**src/hdl/audio_ring_free_space_tracker_defines.svh**
```systemverilog
// assertion macros shared by the ring tracker modules
// expects clk_i and rst_ni in the scope of the module that uses them
`ifndef AUDIO_RING_FREE_SPACE_TRACKER_DEFINES_SVH
`define AUDIO_RING_FREE_SPACE_TRACKER_DEFINES_SVH

// same-cycle implication
`define ARFT_ASSERT_NOW(label, ante, cons, msg) \
  label: assert property (@(posedge clk_i) disable iff (!rst_ni) (ante) |-> (cons)) \
    else $error(msg);

// next-cycle implication
`define ARFT_ASSERT_NEXT(label, ante, cons, msg) \
  label: assert property (@(posedge clk_i) disable iff (!rst_ni) (ante) |=> (cons)) \
    else $error(msg);

`endif

```
**src/hdl/arft_pkg.sv**
```systemverilog
// shared types, constants and helper functions for the ring tracker
// no dependencies
`default_nettype none

package arft_pkg;

  localparam int unsigned DATA_W    = 16;
  localparam int unsigned SIZE_W    = 17;
  localparam int unsigned MOD_STEPS = SIZE_W;
  localparam int unsigned MOD_CNT_W = $clog2(MOD_STEPS);

  localparam logic [SIZE_W-1:0] RING_DEFAULT = 17'd8192;
  localparam logic [SIZE_W-1:0] RING_MAX     = 17'd65536;

  localparam logic CFG_RING_SIZE    = 1'b0;
  localparam logic CFG_HAS_CONSUMER = 1'b1;

  typedef enum logic [1:0] {
    OP_SYNC  = 2'd0,
    OP_QUEUE = 2'd1,
    OP_QUERY = 2'd2,
    OP_RESET = 2'd3
  } op_e;

  typedef enum logic [2:0] {
    ST_IDLE,
    ST_DECODE,
    ST_SYNC_MOD,
    ST_QCHECK,
    ST_ADD_MOD,
    ST_FIRST_MOD,
    ST_FINISH
  } state_e;

  typedef struct packed {
    logic              start;
    logic [SIZE_W-1:0] numer;
    logic [SIZE_W-1:0] denom;
  } mod_req_t;

  typedef struct packed {
    logic              busy;
    logic              done;
    logic [DATA_W-1:0] rem;
  } mod_rsp_t;

  // zero selects the default size, anything above the maximum saturates
  function automatic logic [SIZE_W-1:0] eff_size(input logic [SIZE_W-1:0] raw);
    logic [SIZE_W-1:0] s;
    s = raw;
    if (raw == '0) begin
      s = RING_DEFAULT;
    end else if (raw > RING_MAX) begin
      s = RING_MAX;
    end
    return s;
  endfunction

  // size minus one minus queued, floored at zero; size minus one when unarmed
  function automatic logic [DATA_W-1:0] free_space(input logic [SIZE_W-1:0] size,
                                                   input logic              armed,
                                                   input logic [DATA_W-1:0] queued);
    logic [SIZE_W-1:0] lim;
    logic [DATA_W-1:0] res;
    lim = size - 17'd1;
    if (!armed) begin
      res = lim[DATA_W-1:0];
    end else if ({1'b0, queued} >= lim) begin
      res = '0;
    end else begin
      res = lim[DATA_W-1:0] - queued;
    end
    return res;
  endfunction

endpackage

`default_nettype wire

```
**src/hdl/arft_mod_unit.sv**
```systemverilog
// shared restoring remainder unit, one quotient bit per cycle
// depends on arft_pkg and the assertion macro header
`default_nettype none

module arft_mod_unit (
  input  wire logic              clk_i,
  input  wire logic              rst_ni,
  input  arft_pkg::mod_req_t     req_i,
  output arft_pkg::mod_rsp_t     rsp_o
);
  import arft_pkg::*;
  `include "audio_ring_free_space_tracker_defines.svh"

  logic                 busy_q, busy_d;
  logic                 done_q, done_d;
  logic [MOD_CNT_W-1:0] cnt_q, cnt_d;
  logic [SIZE_W-1:0]    numer_q, numer_d;
  logic [SIZE_W-1:0]    denom_q, denom_d;
  logic [SIZE_W-1:0]    rem_q, rem_d;
  logic [SIZE_W:0]      trial;
  logic [SIZE_W:0]      trial_sub;

  assign trial     = {rem_q, numer_q[SIZE_W-1]};
  assign trial_sub = trial - {1'b0, denom_q};

  always_comb begin
    busy_d  = busy_q;
    done_d  = 1'b0;
    cnt_d   = cnt_q;
    numer_d = numer_q;
    denom_d = denom_q;
    rem_d   = rem_q;
    if (req_i.start) begin
      busy_d  = 1'b1;
      cnt_d   = '0;
      numer_d = req_i.numer;
      denom_d = req_i.denom;
      rem_d   = '0;
    end else if (busy_q) begin
      numer_d = {numer_q[SIZE_W-2:0], 1'b0};
      rem_d   = (trial >= {1'b0, denom_q}) ? trial_sub[SIZE_W-1:0] : trial[SIZE_W-1:0];
      cnt_d   = cnt_q + 1'b1;
      if (cnt_q == MOD_CNT_W'(MOD_STEPS - 1)) begin
        busy_d = 1'b0;
        done_d = 1'b1;
      end
    end
  end

  always_ff @(posedge clk_i or negedge rst_ni) begin
    if (!rst_ni) begin
      busy_q <= 1'b0;
      done_q <= 1'b0;
      cnt_q  <= '0;
    end else begin
      busy_q <= busy_d;
      done_q <= done_d;
      cnt_q  <= cnt_d;
    end
  end

  always_ff @(posedge clk_i) begin
    numer_q <= numer_d;
    denom_q <= denom_d;
    rem_q   <= rem_d;
  end

  assign rsp_o.busy = busy_q;
  assign rsp_o.done = done_q;
  assign rsp_o.rem  = rem_q[DATA_W-1:0];

  `ARFT_ASSERT_NEXT(a_done_single, done_q, !done_q, "remainder done held for more than a cycle")
  `ARFT_ASSERT_NOW(a_rem_below_denom, done_q, rem_q < denom_q, "remainder not below divisor")

endmodule

`default_nettype wire

```
**src/hdl/audio_ring_free_space_tracker.sv**
```systemverilog
// top level of the ring tracker: sequencer, tracking state, config and output register
// depends on arft_pkg, arft_mod_unit and the assertion macro header
`default_nettype none

// Producer-side accounting for a circular audio buffer. Each input word carries an
// operation (sync, queue, free query or reset), a length and the consumer position,
// and gives exactly one result word: status, free bytes, write start and the arm pulse.
// All wrap arithmetic goes through one shared restoring remainder unit that produces
// one bit per cycle. A reset op, a zero or one byte queue, or a sync or query with
// nothing to do goes from decode straight to the finish state; a sync or query
// that runs the unit, or a first queue, runs the unit once. A queue on an armed ring
// first runs the unit for the consumer advance when the position is valid, then
// checks the room: a refusal goes straight to the finish state, an accepted
// request runs the unit again for the new write offset. The block takes one word at a
// time: in_stall_o is high from acceptance until the result is loaded into the output
// register, so the next word can be taken in the cycle after that load, even while
// that result still waits downstream. Configuration writes are always taken and
// should only be issued with nothing in flight.
module audio_ring_free_space_tracker (
  input  wire logic                        clk_i,
  input  wire logic                        rst_ni,
  // configuration write channel
  input  wire logic                        cfg_valid_i,
  output      logic                        cfg_ready_o,
  input  wire logic                        cfg_index_i,
  input  wire logic [arft_pkg::SIZE_W-1:0] cfg_data_i,
  // input words
  input  wire logic                        in_valid_i,
  output      logic                        in_stall_o,
  input  wire logic [1:0]                  op_i,
  input  wire logic [arft_pkg::DATA_W-1:0] length_i,
  input  wire logic [arft_pkg::DATA_W-1:0] consumer_position_i,
  // result words
  output      logic                        out_valid_o,
  input  wire logic                        out_stall_i,
  output      logic                        status_o,
  output      logic [arft_pkg::DATA_W-1:0] free_bytes_o,
  output      logic [arft_pkg::DATA_W-1:0] write_start_o,
  output      logic                        arm_pulse_o
);
  import arft_pkg::*;
  `include "audio_ring_free_space_tracker_defines.svh"

  // sequencer and latched input word
  state_e            state_q, state_d;
  op_e               op_q, op_d;
  logic [DATA_W-1:0] len_q, len_d;
  logic [DATA_W-1:0] pos_q, pos_d;
  logic              sync_neg_q, sync_neg_d;

  // per-word result scratch
  logic              status_q, status_d;
  logic              arm_q, arm_d;
  logic [DATA_W-1:0] start_q, start_d;

  // tracking state
  logic [DATA_W-1:0] write_offset_q, write_offset_d;
  logic [DATA_W-1:0] queued_q, queued_d;
  logic [DATA_W-1:0] last_q, last_d;
  logic              armed_q, armed_d;

  // configuration
  logic [SIZE_W-1:0] ring_size_q;
  logic              has_consumer_q;

  // output register
  logic              out_valid_q, out_valid_d;
  logic              out_status_q, out_status_d;
  logic [DATA_W-1:0] out_free_q, out_free_d;
  logic [DATA_W-1:0] out_start_q, out_start_d;
  logic              out_arm_q, out_arm_d;

  // shared remainder unit
  mod_req_t          mod_req;
  mod_rsp_t          mod_rsp;

  // helpers
  logic [SIZE_W-1:0] size;
  logic [DATA_W-1:0] len_even;
  logic              pos_in_range;
  logic              sync_ok;
  logic [SIZE_W:0]   adv;
  logic [SIZE_W:0]   adv_neg;
  logic [SIZE_W-1:0] adv_mag;
  logic [SIZE_W-1:0] played_wrap;
  logic [DATA_W-1:0] played;
  logic [DATA_W-1:0] free_now;
  logic [SIZE_W-1:0] add_sum;

  arft_mod_unit u_mod (
    .clk_i  (clk_i),
    .rst_ni (rst_ni),
    .req_i  (mod_req),
    .rsp_o  (mod_rsp)
  );

  assign size         = eff_size(ring_size_q);
  assign len_even     = {len_q[DATA_W-1:1], 1'b0};
  assign pos_in_range = {1'b0, pos_q} < size;
  assign sync_ok      = armed_q && has_consumer_q && pos_in_range;

  // consumer advance pos + size - last, may be negative after a size change
  assign adv     = {2'b00, pos_q} + {1'b0, size} - {2'b00, last_q};
  assign adv_neg = ~adv + 1'b1;
  assign adv_mag = adv[SIZE_W] ? adv_neg[SIZE_W-1:0] : adv[SIZE_W-1:0];

  // true modulo from the remainder of the magnitude
  assign played_wrap = size - {1'b0, mod_rsp.rem};
  always_comb begin
    if (!sync_neg_q) begin
      played = mod_rsp.rem;
    end else if (mod_rsp.rem == '0) begin
      played = '0;
    end else begin
      played = played_wrap[DATA_W-1:0];
    end
  end

  assign free_now = free_space(size, armed_q, queued_q);
  assign add_sum  = {1'b0, write_offset_q} + {1'b0, len_even};

  assign in_stall_o  = (state_q != ST_IDLE);
  assign cfg_ready_o = 1'b1;

  always_comb begin
    state_d        = state_q;
    op_d           = op_q;
    len_d          = len_q;
    pos_d          = pos_q;
    sync_neg_d     = sync_neg_q;
    status_d       = status_q;
    arm_d          = arm_q;
    start_d        = start_q;
    write_offset_d = write_offset_q;
    queued_d       = queued_q;
    last_d         = last_q;
    armed_d        = armed_q;
    out_valid_d    = out_valid_q && out_stall_i;
    out_status_d   = out_status_q;
    out_free_d     = out_free_q;
    out_start_d    = out_start_q;
    out_arm_d      = out_arm_q;
    mod_req        = '0;

    case (state_q)
      ST_IDLE: begin
        if (in_valid_i) begin
          op_d    = op_e'(op_i);
          len_d   = length_i;
          pos_d   = consumer_position_i;
          state_d = ST_DECODE;
        end
      end

      ST_DECODE: begin
        status_d = 1'b0;
        arm_d    = 1'b0;
        start_d  = write_offset_q;
        state_d  = ST_FINISH;
        case (op_q)
          OP_RESET: begin
            write_offset_d = '0;
            queued_d       = '0;
            last_d         = '0;
            armed_d        = 1'b0;
          end
          OP_SYNC, OP_QUERY: begin
            if (sync_ok) begin
              mod_req.start = 1'b1;
              mod_req.numer = adv_mag;
              mod_req.denom = size;
              sync_neg_d    = adv[SIZE_W];
              state_d       = ST_SYNC_MOD;
            end
          end
          OP_QUEUE: begin
            if (len_q == '0) begin
              status_d = 1'b1;
            end else if (len_even == '0) begin
              // length one: accepted, nothing to do
              status_d = 1'b0;
            end else if (!armed_q) begin
              mod_req.start = 1'b1;
              mod_req.numer = {1'b0, len_even};
              mod_req.denom = size;
              state_d       = ST_FIRST_MOD;
            end else if (sync_ok) begin
              mod_req.start = 1'b1;
              mod_req.numer = adv_mag;
              mod_req.denom = size;
              sync_neg_d    = adv[SIZE_W];
              state_d       = ST_SYNC_MOD;
            end else begin
              state_d = ST_QCHECK;
            end
          end
          default: begin
            state_d = ST_FINISH;
          end
        endcase
      end

      ST_SYNC_MOD: begin
        if (mod_rsp.done) begin
          last_d = pos_q;
          if (played >= queued_q) begin
            // underrun: re-seat at the even-aligned consumer
            queued_d       = '0;
            write_offset_d = {pos_q[DATA_W-1:1], 1'b0};
          end else begin
            queued_d = queued_q - played;
          end
          state_d = (op_q == OP_QUEUE) ? ST_QCHECK : ST_FINISH;
        end
      end

      ST_QCHECK: begin
        start_d = write_offset_q;
        if (len_even > free_now) begin
          status_d = 1'b1;
          state_d  = ST_FINISH;
        end else begin
          mod_req.start = 1'b1;
          mod_req.numer = add_sum;
          mod_req.denom = size;
          state_d       = ST_ADD_MOD;
        end
      end

      ST_ADD_MOD: begin
        if (mod_rsp.done) begin
          write_offset_d = mod_rsp.rem;
          queued_d       = queued_q + len_even;
          state_d        = ST_FINISH;
        end
      end

      ST_FIRST_MOD: begin
        if (mod_rsp.done) begin
          start_d        = '0;
          write_offset_d = mod_rsp.rem;
          queued_d       = len_even;
          armed_d        = 1'b1;
          arm_d          = 1'b1;
          last_d         = (has_consumer_q && pos_in_range) ? pos_q : '0;
          state_d        = ST_FINISH;
        end
      end

      ST_FINISH: begin
        // load only when the output register is free or being emptied
        if (!out_valid_q || !out_stall_i) begin
          out_valid_d  = 1'b1;
          out_status_d = status_q;
          out_free_d   = free_now;
          out_start_d  = (op_q == OP_QUEUE) ? start_q : write_offset_q;
          out_arm_d    = arm_q;
          state_d      = ST_IDLE;
        end
      end

      default: begin
        state_d = ST_IDLE;
      end
    endcase
  end

  always_ff @(posedge clk_i or negedge rst_ni) begin
    if (!rst_ni) begin
      state_q        <= ST_IDLE;
      write_offset_q <= '0;
      queued_q       <= '0;
      last_q         <= '0;
      armed_q        <= 1'b0;
      out_valid_q    <= 1'b0;
    end else begin
      state_q        <= state_d;
      write_offset_q <= write_offset_d;
      queued_q       <= queued_d;
      last_q         <= last_d;
      armed_q        <= armed_d;
      out_valid_q    <= out_valid_d;
    end
  end

  // configuration registers
  always_ff @(posedge clk_i or negedge rst_ni) begin
    if (!rst_ni) begin
      ring_size_q    <= RING_DEFAULT;
      has_consumer_q <= 1'b1;
    end else if (cfg_valid_i && cfg_ready_o) begin
      case (cfg_index_i)
        CFG_RING_SIZE: begin
          ring_size_q <= cfg_data_i;
        end
        CFG_HAS_CONSUMER: begin
          has_consumer_q <= cfg_data_i[0];
        end
        default: begin
          ring_size_q <= ring_size_q;
        end
      endcase
    end
  end

  // payload registers, no reset needed
  always_ff @(posedge clk_i) begin
    op_q         <= op_d;
    len_q        <= len_d;
    pos_q        <= pos_d;
    sync_neg_q   <= sync_neg_d;
    status_q     <= status_d;
    arm_q        <= arm_d;
    start_q      <= start_d;
    out_status_q <= out_status_d;
    out_free_q   <= out_free_d;
    out_start_q  <= out_start_d;
    out_arm_q    <= out_arm_d;
  end

  assign out_valid_o   = out_valid_q;
  assign status_o      = out_status_q;
  assign free_bytes_o  = out_free_q;
  assign write_start_o = out_start_q;
  assign arm_pulse_o   = out_arm_q;

  `ARFT_ASSERT_NOW(a_mod_start_free, mod_req.start, !mod_rsp.busy, "remainder unit started while busy")
  `ARFT_ASSERT_NEXT(a_accept_decode, in_valid_i && !in_stall_o, state_q == ST_DECODE, "accepted word not decoded")
  `ARFT_ASSERT_NOW(a_disarm_on_reset_op, $fell(armed_q), op_q == OP_RESET, "armed flag cleared without a reset op")
  `ARFT_ASSERT_NOW(a_arm_implies_ok, out_valid_q && out_arm_q, !out_status_q, "arming word reported as rejected")

endmodule

`default_nettype wire

```
**config.mk**
```make
export PLATFORM = sky130hd
export DESIGN_NAME = audio_ring_free_space_tracker
export DESIGN_NICKNAME = d
export VERILOG_FILES = /design/src/hdl/arft_pkg.sv /design/src/hdl/arft_mod_unit.sv /design/src/hdl/audio_ring_free_space_tracker.sv
export VERILOG_INCLUDE_DIRS = /design/src /design/src/hdl
export SDC_FILE = /design/constraint.sdc
export NUM_CORES = 1
export LEC_CHECK = 0
export ABC_AREA = 1
export BUFFER_PORTS_ARGS = -buffer_cell sky130_fd_sc_hd__buf_2
export CAP_MARGIN = 0
export CORE_ASPECT_RATIO = 1.25
export CORE_MARGIN = 2
export CORE_UTILIZATION = 65
export CTS_CLUSTER_SIZE = 40
export DETAILED_ROUTE_END_ITERATION = 10
export GPL_ROUTABILITY_DRIVEN = 0
export PLACE_DENSITY = 0.84
export RECOVER_POWER = 50
export SYNTH_ARGS = -nofsm -noshare
export SYNTH_HDL_FRONTEND = slang
export SYNTH_SLANG_ARGS = --single-unit
export TNS_END_PERCENT = 50
```
**constraint.sdc**
```tcl
create_clock -name clk_i -period 10.3 [get_ports clk_i]
set_input_delay 1.03 -clock clk_i [delete_from_list [all_inputs] [get_ports clk_i]]
set_output_delay 1.03 -clock clk_i [all_outputs]
set_load 0.01 [all_outputs]
```
==> impl_metrics.py <==
metrics = {
    "run_status": {
        "outcome": "finished with violations",
        "violations": "capacitance limit, slew limit",
    },
    "routing": {
        "firstDrtPassIters": 7,
        "avgViaCountPerCell": 6.10,
        "drtIter0Drc": 1907,
        "wl_um": 48500,
        "drcViolationCount": 0,
        "drtAntennaViolNets": 0,
        "wl_per_cell_um": 18.9,
        "vias": 15600,
    },
    "clock_network": {
        "cts-root-buf": "clkbuf_16",
        "postCtsHoldBufs": 0,
        "cts_sinks": 216,
        "clk_path_buf_depth": 3,
        "clk_pin_slew_ps": 70,
        "cts.repair.resized": 0,
        "clkLatencyLatePin_ps": 540,
        "numCtsBuffers": 23,
        "htreeDepth": 1,
        "post-cts-setup-buffers": 0,
        "cts_tree": "done",
    },
    "synthesis": {
        "async_flop_share_pct": 36.1,
        "yosysMostFrequentCell": "nand2_1",
        "synth.distinct_cells": 59,
        "seq_area_frac_synth_pct": 35.6,
        "synth_fp_nets": 2372,
        "ys_warn_count": 0,
        "syn-instance-count": 2134,
        "synth_ff_type": "edfxtp_1",
        "yosys.area.top_type_share_pct": 21.8,
        "netlist_area_um2": 16700,
        "synth_top_area_cell": "edfxtp_1",
        "syn_avg_cell_area_um2": 7.81,
        "synth_edf_count": 121,
        "yosys-top-cells-area": "edfxtp_1 (22%), ha_1 (12%), dfrtp_1 (11%), nand2_1 (9.8%), inv_1 (7.9%)",
        "synth_common_cells": "nand2_1 (437), inv_1 (351), a21oi_1 (162)",
        "ys_seq_elements": 216,
    },
    "die": {
        "rows": 65,
        "design.die.area_um2": 27000,
        "die_w_um": 147,
        "pin_count": 94,
        "die_h_um": 183,
        "core_um2": 25200,
        "initial_core_util_pct": 66.1,
    },
    "sta": {
        "slew_headroom_pct": -205,
        "final_hold_viol_count": 0,
        "fmax_ghz": 0.124,
        "setup_viol": 0,
        "worst_pin_slew_ps": 4580,
        "finalMaxSlewViolations": 114,
        "finClkSkew_ps": 11.6,
        "period_needed_ps": 8090,
        "post-route-period-util_pct": 78.6,
        "rsz0062_at_grt": "false",
        "fin_tns_setup_ps": 0,
    },
    "critical_path": {
        "cpPeakStageDelay_ps": 660,
        "crit_arrival_ps": 8260,
        "slowest_stage": "nand2_1",
        "end_kind": "register",
        "cp.required_ps": 10470,
        "crit_top_cell": "nand2_1",
        "start_kind": "register",
        "setup.worst_path.class": "reg -> reg",
        "worst-path-max-fanout": 41,
    },
    "power_and_ir_drop": {
        "leakagePower_uw": 0.00877,
        "ir_drop_mv": 0.216,
        "power_uw": 5780,
        "powerDensity_nw_per_um2": 318,
    },
    "global_routing": {
        "grt_pass1_wl_um": 76700,
        "antenna_found_initial": 0,
        "grt_pass1_vias": 14900,
        "grt_max_degree": 79,
        "grt_overflow": 0,
        "grt_use_total_pct": 36.0,
    },
    "layout": {
        "seqCellArea_um2": 5930,
        "drive_gt1_share_pct": 7.18,
        "fill_cells": 2014,
        "nets": 2448,
        "multi_input_area_um2": 9190,
        "area_delta_synth_final_pct": 9.07,
        "diodes": 0,
    },
    "placed_design": {
        "dpl.hpwl_um": 36800,
        "io_buffers": 92,
    },
    "run": {
        "max-cap-violations": 2,
    },
    "hold_path": {
        "hold_class": "reg -> reg",
    },
}
==> flip-flops by register name (all words and copies together), names as in the netlist, 2 cells and up <==
name            count
queued_q           16
write_offset_q     16
u_mod.denom_q      17
start_q            16
len_q              16
last_q             16
op_q                2
pos_q              16
ring_size_q        17
write_start_o      16
u_mod.cnt_q         5
u_mod.numer_q      17
free_bytes_o       16
state_q             3
u_mod.rem_q        17
==> cell families (layout without fill, tap and decap cells) <==
group	after synthesis	in the layout	synth area share (%)
AOI/OAI and AO/OA	443	443	15.2
and+or+nand+nor	781	781	19.8
xor gates and xnor gates	84	84	4.41
buffers and inverters	413	506	9.46
DFF	216	216	35.6
muxes	15	15	1.01
other	1	1	0.0225
adders and majority gates	181	181	14.6
==> worst max-delay path: cells and delay by family, from the launching register on <==
family                   cells  cell delay (ps)
AO/OA/AOI/OAI                7             1270
AND/OR/NAND/NOR             27             4320
flip-flops                   1              430
XOR/XNOR                     1              390
adder cells (fa/ha/maj)      2              640
buffers and inverters        6              630
==> placed cells by master, fill, tap and decap left out, types with 7 or more instances in the layout <==
cell,netlist,layout
dfrtp_1,76,76
a21oi_1,162,161
o21bai_1,11,11
o21ai_1,17,17
fa_1,22,22
nor2_1,142,140
nand2_1,437,437
nor2_2,10,12
edfxtp_1,121,121
o22ai_1,39,39
o2111ai_1,7,7
ha_1,159,159
o221ai_1,11,11
nand4_1,19,19
nor3_1,33,31
xor2_1,60,60
o211ai_1,18,18
clkbuf_16,0,24
mux2_2,15,15
xnor2_1,24,24
inv_2,9,8
dfxtp_1,17,17
a31oi_1,7,7
buf_2,8,56
clkbuf_1,37,44
or2_2,7,7
o21ai_0,135,135
nand3_1,108,108
inv_1,351,352
==> path summary, 6_finish.rpt <==
path / start / end / slack (ps) / depth (start not counted)
max: ring_size_q[4] / u_mod.numer_q[13] / 2210 / 43
min reg2reg: arm_q / arm_pulse_o / 430 / 0
min in group asynchronous: rst_ni / u_mod.cnt_q[1] / 2090 / 1
max reg2reg: ring_size_q[4] / u_mod.numer_q[13] / 2210 / 43
max in group asynchronous: rst_ni / write_offset_q[8] / 5560 / 1
min: arm_q / arm_pulse_o / 430 / 0
==> area by class of cell <==
type	count	area share (%)
Tap cell	335	2.30
Inverter	365	7.55
Sequential cell	216	32.6
Multi-Input combinational cell	1505	50.6
Clock inverter	7	0.660
Timing Repair Buffer	99	2.53
Clock buffer	35	3.80
==> where the power goes <==
group / total [uW] / internal (uW) / switching (uW)
Sequential: 1440 / 1220 / 219
Clock: 901 / 539 / 361
Combinational: 3450 / 1170 / 2270
==> metal layers <==
| layer | vias up | share of wire, % | GRT usage [%] | wire, um |
|---|---|---|---|---|
| met2 | 946 | 45 | 58.7 | 21800 |
| li1 | 7278 | - | - | - |
| met3 | 250 | 9.6 | 5.55 | 4680 |
| met1 | 7145 | 37 | 44.0 | 17900 |
| met4 | 0 | 8.6 | 25.4 | 4160 |
| met5 | - | 0 | 0 | 0 |
==> metrics by stage <==
step	util [%]	instances	hold WS [ps]	setup slack (ps)	instance area (um^2)
final	72.1	2562	425	2210	18200
after global placement	69.2	2520	400	2740	17400
after CTS	72.4	2562	423	2450	18200
after floorplan	-	2134	400	4200	16700
after global routing	72.1	2562	451	1610	18200
after detailed placement	69.2	2520	411	2480	17400
No activity file was read; power rests on OpenSTA's default activity.
